[config.mk]
export PLATFORM = sky130hd
export DESIGN_NAME = tiny_accumulator_machine_core
export DESIGN_NICKNAME = d
export VERILOG_FILES = /design/src/hdl/tam_pkg.sv /design/src/hdl/tam_div.sv /design/src/hdl/tiny_accumulator_machine_core.sv
export SDC_FILE = /design/constraint.sdc
export NUM_CORES = 1
export LEC_CHECK = 0
export BUFFER_PORTS_ARGS = -buffer_cell sky130_fd_sc_hd__buf_4
export CORE_MARGIN = 2
export CORE_UTILIZATION = 54
export CTS_CLUSTER_DIAMETER = 60
export DETAILED_ROUTE_END_ITERATION = 10
export PLACE_DENSITY = 0.75
export REMOVE_ABC_BUFFERS = 1
export SKIP_LAST_GASP = 1
export SLEW_MARGIN = 10
export SYNTH_ARGS = -nofsm -noshare
export SYNTH_HDL_FRONTEND = slang
export SYNTH_HIERARCHICAL = 1
export SYNTH_SLANG_ARGS = --single-unit
[constraint.sdc]
create_clock -name clock -period 14.6 [get_ports clock]
set_clock_uncertainty 0.15 [all_clocks]
set_input_delay 1.46 -clock clock [delete_from_list [all_inputs] [get_ports clock]]
set_output_delay 1.46 -clock clock [all_outputs]
set_load 0.05 [all_outputs]
[src/hdl/tam_pkg.sv]
// Shared types and constants of the tiny accumulator machine.
// Holds the beat payloads, opcode and result-kind codes, FSM states and the divider bundle.
// No dependencies.
package tam_pkg;

   typedef enum logic [3:0] {
      OP_LOAD  = 4'd0,
      OP_WRITE = 4'd1,
      OP_PRINT = 4'd2,
      OP_MOVE  = 4'd3,
      OP_ADD   = 4'd4,
      OP_SUB   = 4'd5,
      OP_MUL   = 4'd6,
      OP_DIV   = 4'd7,
      OP_MOD   = 4'd8,
      OP_CMP   = 4'd9
   } op_type;

   typedef enum logic [1:0] {
      KIND_VALUE = 2'd0,
      KIND_UNDEF = 2'd1,
      KIND_ERROR = 2'd2
   } kind_type;

   typedef enum logic [3:0] {
      ST_IDLE,
      ST_READ_B,
      ST_EXEC,
      ST_DIV,
      ST_COMMIT,
      ST_MOVE,
      ST_EMIT_VAL,
      ST_EMIT_ERR,
      ST_PRINT
   } state_type;

   typedef struct packed {
      logic [3:0]        opcode;
      logic              first_is_memory;
      logic [3:0]        first_index;
      logic              second_is_memory;
      logic [3:0]        second_index;
      logic signed [7:0] immediate;
   } req_type;

   typedef struct packed {
      logic [1:0]        result_kind;
      logic signed [7:0] value;
      logic              last;
   } rsp_type;

   typedef struct packed {
      logic              start;
      logic signed [8:0] dividend;
      logic signed [8:0] divisor;
   } div_req_type;

   typedef struct packed {
      logic signed [8:0] quo;
      logic signed [8:0] rem;
   } div_res_type;

   // Stored values are 9-bit signed; +128 marks an undefined entry.
   localparam logic signed [8:0] UNDEF_VAL  = 9'sd128;
   localparam logic signed [8:0] VAL_MAX9   = 9'sd127;
   localparam logic signed [7:0] IMM_REJECT = 8'sh80;

   localparam int ZF_BIT = 0;
   localparam int SF_BIT = 1;
   localparam int OF_BIT = 2;

   // Restoring divider over 8-bit magnitudes.
   localparam int DIV_STEPS = 8;
   localparam int DIV_CNT_W = $clog2(DIV_STEPS);

   // Build one result beat from a stored value: +128 reports as undefined.
   function automatic rsp_type emit_val(input logic signed [8:0] v, input logic is_last);
      rsp_type r;
      r.last = is_last;
      if (v > VAL_MAX9) begin
         r.result_kind = KIND_UNDEF;
         r.value       = '0;
      end else begin
         r.result_kind = KIND_VALUE;
         r.value       = v[7:0];
      end
      return r;
   endfunction

endpackage

[src/hdl/tam_div.sv]
// Iterative signed divider for the tiny accumulator machine: one quotient bit per cycle.
// Truncating quotient and C remainder of 9-bit operands; divisor must be nonzero.
// Depends on tam_pkg.
module tam_div (
   input  logic                 clock,
   input  logic                 reset,
   input  tam_pkg::div_req_type div_req,
   output logic                 done,
   output tam_pkg::div_res_type div_res
);

   logic                           busy_ff;
   logic                           done_ff;
   logic [tam_pkg::DIV_CNT_W-1:0]  cnt_ff;
   logic [tam_pkg::DIV_CNT_W-1:0]  cnt_in;
   logic [7:0]                     rem_ff;
   logic [7:0]                     rem_in;
   logic [7:0]                     quo_ff;
   logic [7:0]                     quo_in;
   logic [7:0]                     ub_ff;
   logic                           neg_q_ff;
   logic                           neg_r_ff;
   logic [8:0]                     abs_a;
   logic [8:0]                     abs_b;
   logic [8:0]                     trial;
   logic [9:0]                     diff;
   logic                           ge;
   logic [8:0]                     qmag;
   logic [8:0]                     rmag;

   assign abs_a = div_req.dividend[8] ? 9'(-div_req.dividend) : div_req.dividend;
   assign abs_b = div_req.divisor[8]  ? 9'(-div_req.divisor)  : div_req.divisor;

   // Shift the next dividend bit into the partial remainder and try a subtract.
   assign trial  = {rem_ff, quo_ff[7]};
   assign diff   = {1'b0, trial} - {2'b00, ub_ff};
   assign ge     = ~diff[9];
   assign rem_in = ge ? diff[7:0] : trial[7:0];
   assign quo_in = {quo_ff[6:0], ge};
   assign cnt_in = cnt_ff + 1'b1;

   always_ff @(posedge clock) begin
      if (reset) begin
         busy_ff <= 1'b0;
         done_ff <= 1'b0;
         cnt_ff  <= '0;
      end else begin
         done_ff <= 1'b0;
         if (div_req.start) begin
            busy_ff <= 1'b1;
            cnt_ff  <= '0;
         end else if (busy_ff) begin
            cnt_ff <= cnt_in;
            if (cnt_ff == tam_pkg::DIV_CNT_W'(tam_pkg::DIV_STEPS - 1)) begin
               busy_ff <= 1'b0;
               done_ff <= 1'b1;
            end
         end
      end
   end

   always_ff @(posedge clock) begin
      if (div_req.start) begin
         quo_ff   <= abs_a[7:0];
         rem_ff   <= '0;
         ub_ff    <= abs_b[7:0];
         neg_q_ff <= div_req.dividend[8] ^ div_req.divisor[8];
         neg_r_ff <= div_req.dividend[8];
      end else if (busy_ff) begin
         quo_ff <= quo_in;
         rem_ff <= rem_in;
      end
   end

   // Apply signs: quotient by sign product, remainder follows the dividend.
   assign qmag        = {1'b0, quo_ff};
   assign rmag        = {1'b0, rem_ff};
   assign div_res.quo = neg_q_ff ? $signed(9'(-qmag)) : $signed(qmag);
   assign div_res.rem = neg_r_ff ? $signed(9'(-rmag)) : $signed(rmag);
   assign done        = done_ff;

endmodule

[src/hdl/tiny_accumulator_machine_core.sv]
// Top level of the tiny accumulator machine: decoder/sequencer, unified storage RAM, output stage.
// Registers and memory words share one synchronous RAM; divide and modulo use tam_div.
// Depends on tam_pkg and tam_div.
//
//   channel | direction | handshake            | beat payload
//   --------+-----------+----------------------+---------------------------------
//   req     | in        | req_valid/req_stall  | tam_pkg::req_type (one instruction)
//   rsp     | out       | rsp_valid/rsp_stall  | tam_pkg::rsp_type (one result)
//
// Load writes the RAM when accepted; move reads, then writes; compare reads both and sets ZF/SF;
// add/sub/mul read both, execute, commit; div/mod run the bit-serial divider before commit; write
// reads, then waits for output; print streams entries then flags, a registered RAM read per entry.
// One instruction is in flight at a time; req_stall is high until its last RAM write, flag update
// or last result is handed to the output register, which holds one beat while rsp_stall is high.
// Reset is synchronous: flags clear and per-entry valid bits make every word read as +128.
module tiny_accumulator_machine_core #(
   parameter int REG_COUNT = 4,
   parameter int MEM_WORDS = 8
) (
   input  logic             clock,
   input  logic             reset,
   input  logic             req_valid,
   output logic             req_stall,
   input  tam_pkg::req_type req_data,
   output logic             rsp_valid,
   input  logic             rsp_stall,
   output tam_pkg::rsp_type rsp_data
);

   localparam int N_ENT     = REG_COUNT + MEM_WORDS;
   localparam int ADDR_W    = $clog2(N_ENT);
   localparam int PRINT_LEN = N_ENT + 3;
   localparam int CNT_W     = $clog2(PRINT_LEN);

   localparam logic [4:0]        REG_LIM      = 5'(REG_COUNT);
   localparam logic [4:0]        MEM_LIM      = 5'(MEM_WORDS);
   localparam logic [ADDR_W-1:0] MEM_BASE     = ADDR_W'(REG_COUNT);
   localparam logic [CNT_W-1:0]  CNT_ENT_LAST = CNT_W'(N_ENT - 1);
   localparam logic [CNT_W-1:0]  CNT_ZF       = CNT_W'(N_ENT);
   localparam logic [CNT_W-1:0]  CNT_SF       = CNT_W'(N_ENT + 1);
   localparam logic [CNT_W-1:0]  CNT_LAST     = CNT_W'(PRINT_LEN - 1);

   // Sequencer state
   tam_pkg::state_type      state_ff, state_in;
   logic [3:0]              op_ff, op_in;
   logic [ADDR_W-1:0]       addr_b_ff, addr_b_in;
   logic [CNT_W-1:0]        cnt_ff, cnt_in;
   logic signed [8:0]       a_ff, a_in;
   logic signed [17:0]      res_ff, res_in;
   logic                    ovf_ff, ovf_in;
   logic [2:0]              flag_ff, flag_in;

   // Output stage
   logic                    rsp_valid_ff, rsp_valid_in;
   tam_pkg::rsp_type        rsp_data_ff, rsp_data_in;
   logic                    out_free;
   logic                    out_load;
   tam_pkg::rsp_type        out_data;

   // Storage RAM: registers first, then memory words
   logic signed [8:0]       store_ff [N_ENT];
   logic [N_ENT-1:0]        vld_ff;
   logic signed [8:0]       rd_data_ff;
   logic                    rd_vld_ff;
   logic                    rd_en;
   logic [ADDR_W-1:0]       rd_addr;
   logic                    wr_en;
   logic [ADDR_W-1:0]       wr_addr;
   logic signed [8:0]       wr_data;
   logic signed [8:0]       rd_val;

   // Decode of the incoming beat
   logic                    accept;
   logic                    ok1, ok2, reg1_ok, reg2_ok;
   logic                    pair_bad, cmp_bad;
   logic [ADDR_W-1:0]       addr1, addr2;
   logic                    commit_ovf;

   // Divider
   tam_pkg::div_req_type    div_req;
   tam_pkg::div_res_type    div_res;
   logic                    div_done;
   logic                    div_start;

   function automatic logic [ADDR_W-1:0] addr_of(input logic is_mem, input logic [3:0] idx);
      logic [ADDR_W-1:0] a;
      a = ADDR_W'(idx);
      if (is_mem) begin
         a = MEM_BASE + a;
      end
      return a;
   endfunction

   tam_div u_div (
      .clock   (clock),
      .reset   (reset),
      .div_req (div_req),
      .done    (div_done),
      .div_res (div_res)
   );

   assign div_req.start    = div_start;
   assign div_req.dividend = a_ff;
   assign div_req.divisor  = rd_val;

   // Unwritten entries read as undefined.
   assign rd_val = rd_vld_ff ? rd_data_ff : tam_pkg::UNDEF_VAL;

   assign req_stall = (state_ff != tam_pkg::ST_IDLE);
   assign accept    = req_valid & ~req_stall;

   // Index range checks per operand location
   assign reg1_ok  = ({1'b0, req_data.first_index}  < REG_LIM);
   assign reg2_ok  = ({1'b0, req_data.second_index} < REG_LIM);
   assign ok1      = req_data.first_is_memory  ?
                     ({1'b0, req_data.first_index}  < MEM_LIM) : reg1_ok;
   assign ok2      = req_data.second_is_memory ?
                     ({1'b0, req_data.second_index} < MEM_LIM) : reg2_ok;
   assign pair_bad = (req_data.first_is_memory & req_data.second_is_memory) | ~ok1 | ~ok2;
   assign cmp_bad  = req_data.first_is_memory | req_data.second_is_memory |
                     ~reg1_ok | ~reg2_ok;
   assign addr1    = addr_of(req_data.first_is_memory,  req_data.first_index);
   assign addr2    = addr_of(req_data.second_is_memory, req_data.second_index);

   assign commit_ovf = ovf_ff | (res_ff > 18'sd127) | (res_ff < -18'sd128);

   // Output register frees up when empty or when its beat is taken this cycle.
   assign out_free = ~rsp_valid_ff | ~rsp_stall;

   always_comb begin
      state_in  = state_ff;
      op_in     = op_ff;
      addr_b_in = addr_b_ff;
      cnt_in    = cnt_ff;
      a_in      = a_ff;
      res_in    = res_ff;
      ovf_in    = ovf_ff;
      flag_in   = flag_ff;
      rd_en     = 1'b0;
      rd_addr   = addr1;
      wr_en     = 1'b0;
      wr_addr   = addr1;
      wr_data   = {req_data.immediate[7], req_data.immediate};
      out_load  = 1'b0;
      out_data  = tam_pkg::emit_val(rd_val, 1'b1);
      div_start = 1'b0;

      unique case (state_ff)
         tam_pkg::ST_IDLE: begin
            if (accept) begin
               op_in     = req_data.opcode;
               addr_b_in = addr2;
               unique case (req_data.opcode) inside
                  tam_pkg::OP_LOAD: begin
                     if (!ok1 || req_data.immediate == tam_pkg::IMM_REJECT) begin
                        state_in = tam_pkg::ST_EMIT_ERR;
                     end else begin
                        wr_en = 1'b1;
                     end
                  end
                  tam_pkg::OP_WRITE: begin
                     if (!ok1) begin
                        state_in = tam_pkg::ST_EMIT_ERR;
                     end else begin
                        rd_en    = 1'b1;
                        state_in = tam_pkg::ST_EMIT_VAL;
                     end
                  end
                  tam_pkg::OP_PRINT: begin
                     rd_en    = 1'b1;
                     rd_addr  = '0;
                     cnt_in   = '0;
                     state_in = tam_pkg::ST_PRINT;
                  end
                  tam_pkg::OP_MOVE: begin
                     if (pair_bad) begin
                        state_in = tam_pkg::ST_EMIT_ERR;
                     end else begin
                        rd_en    = 1'b1;
                        state_in = tam_pkg::ST_MOVE;
                     end
                  end
                  tam_pkg::OP_ADD, tam_pkg::OP_SUB, tam_pkg::OP_MUL,
                  tam_pkg::OP_DIV, tam_pkg::OP_MOD: begin
                     if (pair_bad) begin
                        state_in = tam_pkg::ST_EMIT_ERR;
                     end else begin
                        rd_en    = 1'b1;
                        state_in = tam_pkg::ST_READ_B;
                     end
                  end
                  tam_pkg::OP_CMP: begin
                     if (cmp_bad) begin
                        state_in = tam_pkg::ST_EMIT_ERR;
                     end else begin
                        rd_en    = 1'b1;
                        state_in = tam_pkg::ST_READ_B;
                     end
                  end
                  default: begin
                     state_in = tam_pkg::ST_EMIT_ERR;
                  end
               endcase
            end
         end

         tam_pkg::ST_READ_B: begin
            // Hold the first operand, fetch the second.
            a_in     = rd_val;
            rd_en    = 1'b1;
            rd_addr  = addr_b_ff;
            state_in = tam_pkg::ST_EXEC;
         end

         tam_pkg::ST_EXEC: begin
            ovf_in   = 1'b0;
            state_in = tam_pkg::ST_COMMIT;
            case (op_ff) inside
               tam_pkg::OP_ADD: res_in = 18'(a_ff) + 18'(rd_val);
               tam_pkg::OP_SUB: res_in = 18'(rd_val) - 18'(a_ff);
               tam_pkg::OP_MUL: res_in = 18'(a_ff) * 18'(rd_val);
               tam_pkg::OP_DIV, tam_pkg::OP_MOD: begin
                  if (rd_val == '0) begin
                     // A zero divisor counts as overflow.
                     ovf_in = 1'b1;
                  end else begin
                     div_start = 1'b1;
                     state_in  = tam_pkg::ST_DIV;
                  end
               end
               default: begin
                  // Compare: OF stays, ZF and SF from the ordering.
                  flag_in[tam_pkg::ZF_BIT] = (a_ff == rd_val);
                  flag_in[tam_pkg::SF_BIT] = (a_ff > rd_val);
                  state_in                 = tam_pkg::ST_IDLE;
               end
            endcase
         end

         tam_pkg::ST_DIV: begin
            if (div_done) begin
               res_in   = (op_ff == tam_pkg::OP_DIV) ? 18'($signed(div_res.quo)) :
                                                       18'($signed(div_res.rem));
               state_in = tam_pkg::ST_COMMIT;
            end
         end

         tam_pkg::ST_COMMIT: begin
            wr_en                    = 1'b1;
            wr_addr                  = '0;
            wr_data                  = commit_ovf ? tam_pkg::UNDEF_VAL : res_ff[8:0];
            flag_in[tam_pkg::OF_BIT] = commit_ovf;
            state_in                 = tam_pkg::ST_IDLE;
         end

         tam_pkg::ST_MOVE: begin
            wr_en    = 1'b1;
            wr_addr  = addr_b_ff;
            wr_data  = rd_val;
            state_in = tam_pkg::ST_IDLE;
         end

         tam_pkg::ST_EMIT_VAL: begin
            if (out_free) begin
               out_load = 1'b1;
               state_in = tam_pkg::ST_IDLE;
            end
         end

         tam_pkg::ST_EMIT_ERR: begin
            out_data.result_kind = tam_pkg::KIND_ERROR;
            out_data.value       = '0;
            out_data.last        = 1'b1;
            if (out_free) begin
               out_load = 1'b1;
               state_in = tam_pkg::ST_IDLE;
            end
         end

         tam_pkg::ST_PRINT: begin
            // Stream entries, then ZF, SF, OF; every entry beat but the last prefetches the next.
            if (cnt_ff > CNT_ENT_LAST) begin
               out_data.result_kind = tam_pkg::KIND_VALUE;
               if (cnt_ff == CNT_ZF) begin
                  out_data.value = {7'b0, flag_ff[tam_pkg::ZF_BIT]};
               end else if (cnt_ff == CNT_SF) begin
                  out_data.value = {7'b0, flag_ff[tam_pkg::SF_BIT]};
               end else begin
                  out_data.value = {7'b0, flag_ff[tam_pkg::OF_BIT]};
               end
            end
            out_data.last = (cnt_ff == CNT_LAST);
            if (out_free) begin
               out_load = 1'b1;
               cnt_in   = cnt_ff + 1'b1;
               if (cnt_ff < CNT_ENT_LAST) begin
                  rd_en   = 1'b1;
                  rd_addr = cnt_in[ADDR_W-1:0];
               end
               if (cnt_ff == CNT_LAST) begin
                  state_in = tam_pkg::ST_IDLE;
               end
            end
         end

         default: begin
            state_in = tam_pkg::ST_IDLE;
         end
      endcase
   end

   assign rsp_valid_in = out_load | (rsp_valid_ff & rsp_stall);
   assign rsp_data_in  = out_load ? out_data : rsp_data_ff;

   // Control state
   always_ff @(posedge clock) begin
      if (reset) begin
         state_ff     <= tam_pkg::ST_IDLE;
         flag_ff      <= '0;
         rsp_valid_ff <= 1'b0;
         vld_ff       <= '0;
         rd_vld_ff    <= 1'b0;
      end else begin
         state_ff     <= state_in;
         flag_ff      <= flag_in;
         rsp_valid_ff <= rsp_valid_in;
         if (wr_en) begin
            vld_ff[wr_addr] <= 1'b1;
         end
         if (rd_en) begin
            rd_vld_ff <= vld_ff[rd_addr];
         end
      end
   end

   // Payload registers
   always_ff @(posedge clock) begin
      op_ff       <= op_in;
      addr_b_ff   <= addr_b_in;
      cnt_ff      <= cnt_in;
      a_ff        <= a_in;
      res_ff      <= res_in;
      ovf_ff      <= ovf_in;
      rsp_data_ff <= rsp_data_in;
   end

   // Storage RAM, one write and one registered read port
   always_ff @(posedge clock) begin
      if (wr_en) begin
         store_ff[wr_addr] <= wr_data;
      end
      if (rd_en) begin
         rd_data_ff <= store_ff[rd_addr];
      end
   end

   assign rsp_valid = rsp_valid_ff;
   assign rsp_data  = rsp_data_ff;

   a_out_slot: assert property (@(posedge clock) disable iff (reset)
      out_load |-> (!rsp_valid_ff || !rsp_stall))
      else $error("result beat loaded over a beat still waiting");

   a_ram_port: assert property (@(posedge clock) disable iff (reset)
      wr_en |-> !rd_en)
      else $error("RAM read and write issued in the same cycle");

   a_div_nonzero: assert property (@(posedge clock) disable iff (reset)
      div_req.start |-> (rd_val != '0) && (state_ff == tam_pkg::ST_EXEC))
      else $error("divider started with a zero divisor or outside execute");

   a_of_commit: assert property (@(posedge clock) disable iff (reset)
      (state_ff == tam_pkg::ST_COMMIT) |=> (flag_ff[tam_pkg::OF_BIT] == $past(commit_ovf)))
      else $error("OF does not match the committed overflow");

endmodule
==> flow_metrics.env <==
export IMPL_status="finished clean"
export IMPL_finalCritPeriodShare_pct=47.8
export IMPL_p_int_uw=1530
export IMPL_period_needed_ns=6.97
export IMPL_max_stage_delay_ns=0.96
export IMPL_grt_total_usage_pct=24.8
export IMPL_place_gp_congestion=0.891
export IMPL_fin_total_pwr_uw=2540
export IMPL_fp_dieH_um=168
export IMPL_grt_pass1_wl_um=55100
export IMPL_grt_max_degree=51
export IMPL_rows=60
export IMPL_cts_tree="yes"
export IMPL_timing_rr_start="rd_vld_ff$_SDFFE_PP0P_"
export IMPL_worstReg2RegEnd="res_ff[17]$_DFFE_PP_"
export IMPL_synth_cell_types=77
export IMPL_cts_sinks=220
export IMPL_power_density_nw_per_um2=160
export IMPL_post_synth_cell_area_avg_um2=10.1
export IMPL_core_area_um2=26700
export IMPL_fin_nets=1629
export IMPL_start_kind="register"
export IMPL_synth_edf_count=186
export IMPL_fillers=2249
export IMPL_grt_ovfl_total=0
export IMPL_num_io_pins=39
export IMPL_drcViolationCount=0
export IMPL_final_cells=1814
export IMPL_min_path_type="register to register"
export IMPL_setup_violations=0
export IMPL_whs_ns=0.316
export IMPL_finalHoldViolations=0
export IMPL_crit_end="res_ff[17]$_DFFE_PP_"
export IMPL_slew_headroom_pct=14.8
export IMPL_seqPwrFrac_pct=35.3
export IMPL_synthFlopType="edfxtp_1"
export IMPL_cp_slowest_cell="dfxtp_1"
export IMPL_r2r_slack_ns=7.63
export IMPL_clkPwrFrac_pct=23.4
export IMPL_synth_warnings=6
export IMPL_cts_clk_slew_worst_paths_ns=0.06
export IMPL_cp_required_ns=14.70
export IMPL_drv_cap=0
export IMPL_slew_viol_final=0
export IMPL_cts_buffers=25
export IMPL_cts_max_level=1
export IMPL_antenna_cells=0
export IMPL_die_area_um2=28300
export IMPL_num_vias=10645
export IMPL_post_cts_buffers=0
export IMPL_clockBufferDepth=3
export IMPL_synthTopCellsByArea="edfxtp_1, fa_1, ha_1, nand2_1, dfxtp_1"
export IMPL_drive_above_1_share_pct=7.54
export IMPL_async_flop_share_pct=0
export IMPL_root_buffer="clkbuf_16"
export IMPL_rsz0062_at_grt="false"
export IMPL_routed_wl_um=34500
export IMPL_fmax_mhz=143
export IMPL_clk_latency_ns=0.54
export IMPL_p_sw_uw=1010
export IMPL_syn_inst=1442
export IMPL_cp_max_fo=35
export IMPL_grt_pass1_vias=10541
export IMPL_antenna_found_initial=1
export IMPL_routed_via_density=5.87
export IMPL_synth_top_area_cell="edfxtp_1"
export IMPL_ys_seq_area_share_pct=43.1
export IMPL_path_class="register to register"
export IMPL_fin_util_pct=59.4
export IMPL_p_sw_share_pct=39.8
export IMPL_fp_dieW_um=168
export IMPL_tns_ns=0
export IMPL_cpMostUsedCell="fa_1"
export IMPL_worst_slew_pin_slew_ns=1.26
export IMPL_wire_per_inst_um=19.0
export IMPL_crit_chain="and2_1 > nand2_1 > fa_1 > inv_1 > fa_1 > fa_1 > fa_1 > inv_1 > fa_1 > inv_1 > ha_1 > inv_1 > o21bai_1 > a2111oi_0 > o41ai_1 > a21o_1 > a21oi_1 > xnor2_1 > o21ai_0"
export IMPL_drt_pass1_iter_count=5
export IMPL_crit_path_start="rd_vld_ff$_SDFFE_PP0P_"
export IMPL_post_place_cells=1768
export IMPL_start_util_pct=54.4
export IMPL_cp_end_kind="register"
export IMPL_drt_initial_drc_count=858
export IMPL_port_buffers=38
export IMPL_reg2regPathDepth=19
export IMPL_ant_nets=0
export IMPL_synth_seq_cells=220
export IMPL_ir_drop_mv=0.121
export IMPL_synth_top_cell_area_share_pct=38.4
export IMPL_area_growth_pct=9.08
export IMPL_arrival_ns=7.08
export IMPL_hold_buffers=0
export IMPL_syn_cell_area_um2=14500
export IMPL_cts_resized=0
export IMPL_cellLeakagePower_uw=0.00655
export IMPL_comb_power_share_pct=41.3
export IMPL_dpl_hpwl_um=24800
[power groups by stage]
| stage | clock [uW] | sequential [uW] | combinational [uW] |
|---|---|---|---|
| finish | 592 | 895 | 1050 |
| detailed placement | 0 | 904 | 1040 |
| floorplan | 0 | 878 | 757 |
| global placement | 0 | 902 | 1010 |
| global route | 620 | 903 | 1170 |
| CTS | 601 | 892 | 1040 |
[cell usage in the layout (no fill, tap or decap), types with 14 or more instances in the layout]
cell type  synthesis  layout
and2_1            26      26
clkbuf_16          0      25
mux2i_1           41      41
ha_1              76      76
o21ai_0           54      52
nor2_1           109     109
xor2_1            17      17
fa_1              73      73
nor3_1            25      24
nand2_1          185     185
nand3_1           49      49
inv_1            126     126
dfxtp_1           34      34
xnor2_1           42      42
buf_4              7      58
a21oi_1           94      94
nor2b_1           17      17
and3_1            32      32
nand2b_1          19      19
a31oi_1           18      18
edfxtp_1         186     186
o31ai_1           14      14
[worst max-delay path, delay by kind of cell (launching register included)]
family / cells / cell delay, ns
and+or+nand+nor: 2 / 0.89
xor gates and xnor gates: 1 / 0.13
AOI/OAI and AO/OA: 6 / 1.41
adders and majority gates: 6 / 2.86
buffers and inverters: 4 / 0.26
DFF: 1 / 0.96
[registers in the layout, indices dropped and copies added (netlist names)]
register and cells:
a_ff 9, addr_b_ff 4, cnt_ff 4, flag_ff 3
op_ff 4, ovf_ff 1, rd_data_ff 9, rd_vld_ff 1
res_ff 18, rsp_data 11, rsp_valid 1, state_ff 4
store_ff 108, u_div/busy_ff 1, u_div/cnt_ff 3, u_div/done 1
u_div/neg_q_ff 1, u_div/neg_r_ff 1, u_div/quo_ff 8, u_div/rem_ff 8
u_div/ub_ff 8, vld_ff 12
[cell usage after synthesis, drive strengths merged (3+ instances only)]
master    n
a21oi    95
o22ai     3
or3       9
nand4     7
o31a      3
and2     26
clkbuf   49
nand3b    3
a22oi     3
o31ai    14
nand3    49
xnor2    42
ha       76
nor4      7
nor2    111
inv     127
a221oi    3
edfxtp  186
and3     32
o21bai   13
nor3     26
mux2i    41
nor2b    17
nor4b     5
a32oi     3
o211ai    7
fa       73
xor2     17
o21ai    54
nand4b    3
nand2   185
nand2b   19
a211oi   11
a21o     11
a31oi    18
buf      24
dfxtp    34
[per-layer routing]
metal	GRT usage, %	part of all wire [%]	up-vias
met4	8.81	3.6	2
met2	43.7	49	333
li1	-	-	5043
met5	0	0.038	-
met3	3.67	6.1	84
met1	31.2	41	5183
[worst min path at each step]
stage / from / end / slack (ns) / depth (start not counted)
2_1_floorplan: vld_ff[8]$_SDFFE_PP0P_ / vld_ff[8]$_SDFFE_PP0P_ / 0.28 / 2
3_3_place_gp: vld_ff[8]$_SDFFE_PP0P_ / vld_ff[8]$_SDFFE_PP0P_ / 0.29 / 2
3_5_place_dp: vld_ff[8]$_SDFFE_PP0P_ / vld_ff[8]$_SDFFE_PP0P_ / 0.30 / 2
4_1_cts: vld_ff[8]$_SDFFE_PP0P_ / vld_ff[8]$_SDFFE_PP0P_ / 0.32 / 2
5_1_grt: vld_ff[2]$_SDFFE_PP0P_ / vld_ff[2]$_SDFFE_PP0P_ / 0.35 / 2
6_report: vld_ff[8]$_SDFFE_PP0P_ / vld_ff[8]$_SDFFE_PP0P_ / 0.32 / 2
[cell type report]
cell class | instances | area (um^2) | share of cell area [%]
Clock buffer | 33 | 656 | 4.13
Clock inverter | 13 | 118 | 0.741
Inverter | 127 | 477 | 3.00
Multi-Input combinational cell | 1022 | 7490 | 47.2
Sequential cell | 220 | 6270 | 39.5
Tap cell | 341 | 427 | 2.69
Timing Repair Buffer | 58 | 435 | 2.74
[kinds of logic (layout without fill, tap and decap cells)]
family	Yosys count	after routing	share of synthesized area, %
simple gates	508	508	16.8
compound gates	263	263	11.5
flops	220	220	43.1
buf+inv	200	231	5.52
fa+ha+maj	149	149	16.6
xor+xnor	59	59	3.55
mux	43	43	2.98
[metrics by stage]
stage	instance area, um^2	worst slack, ns
finish	15900	7.63
global route	15900	7.12
CTS	15900	7.68
detailed placement	15100	7.70
global placement	15100	7.85
floorplan	14200	8.55
(Power assumes the default switching activity.)
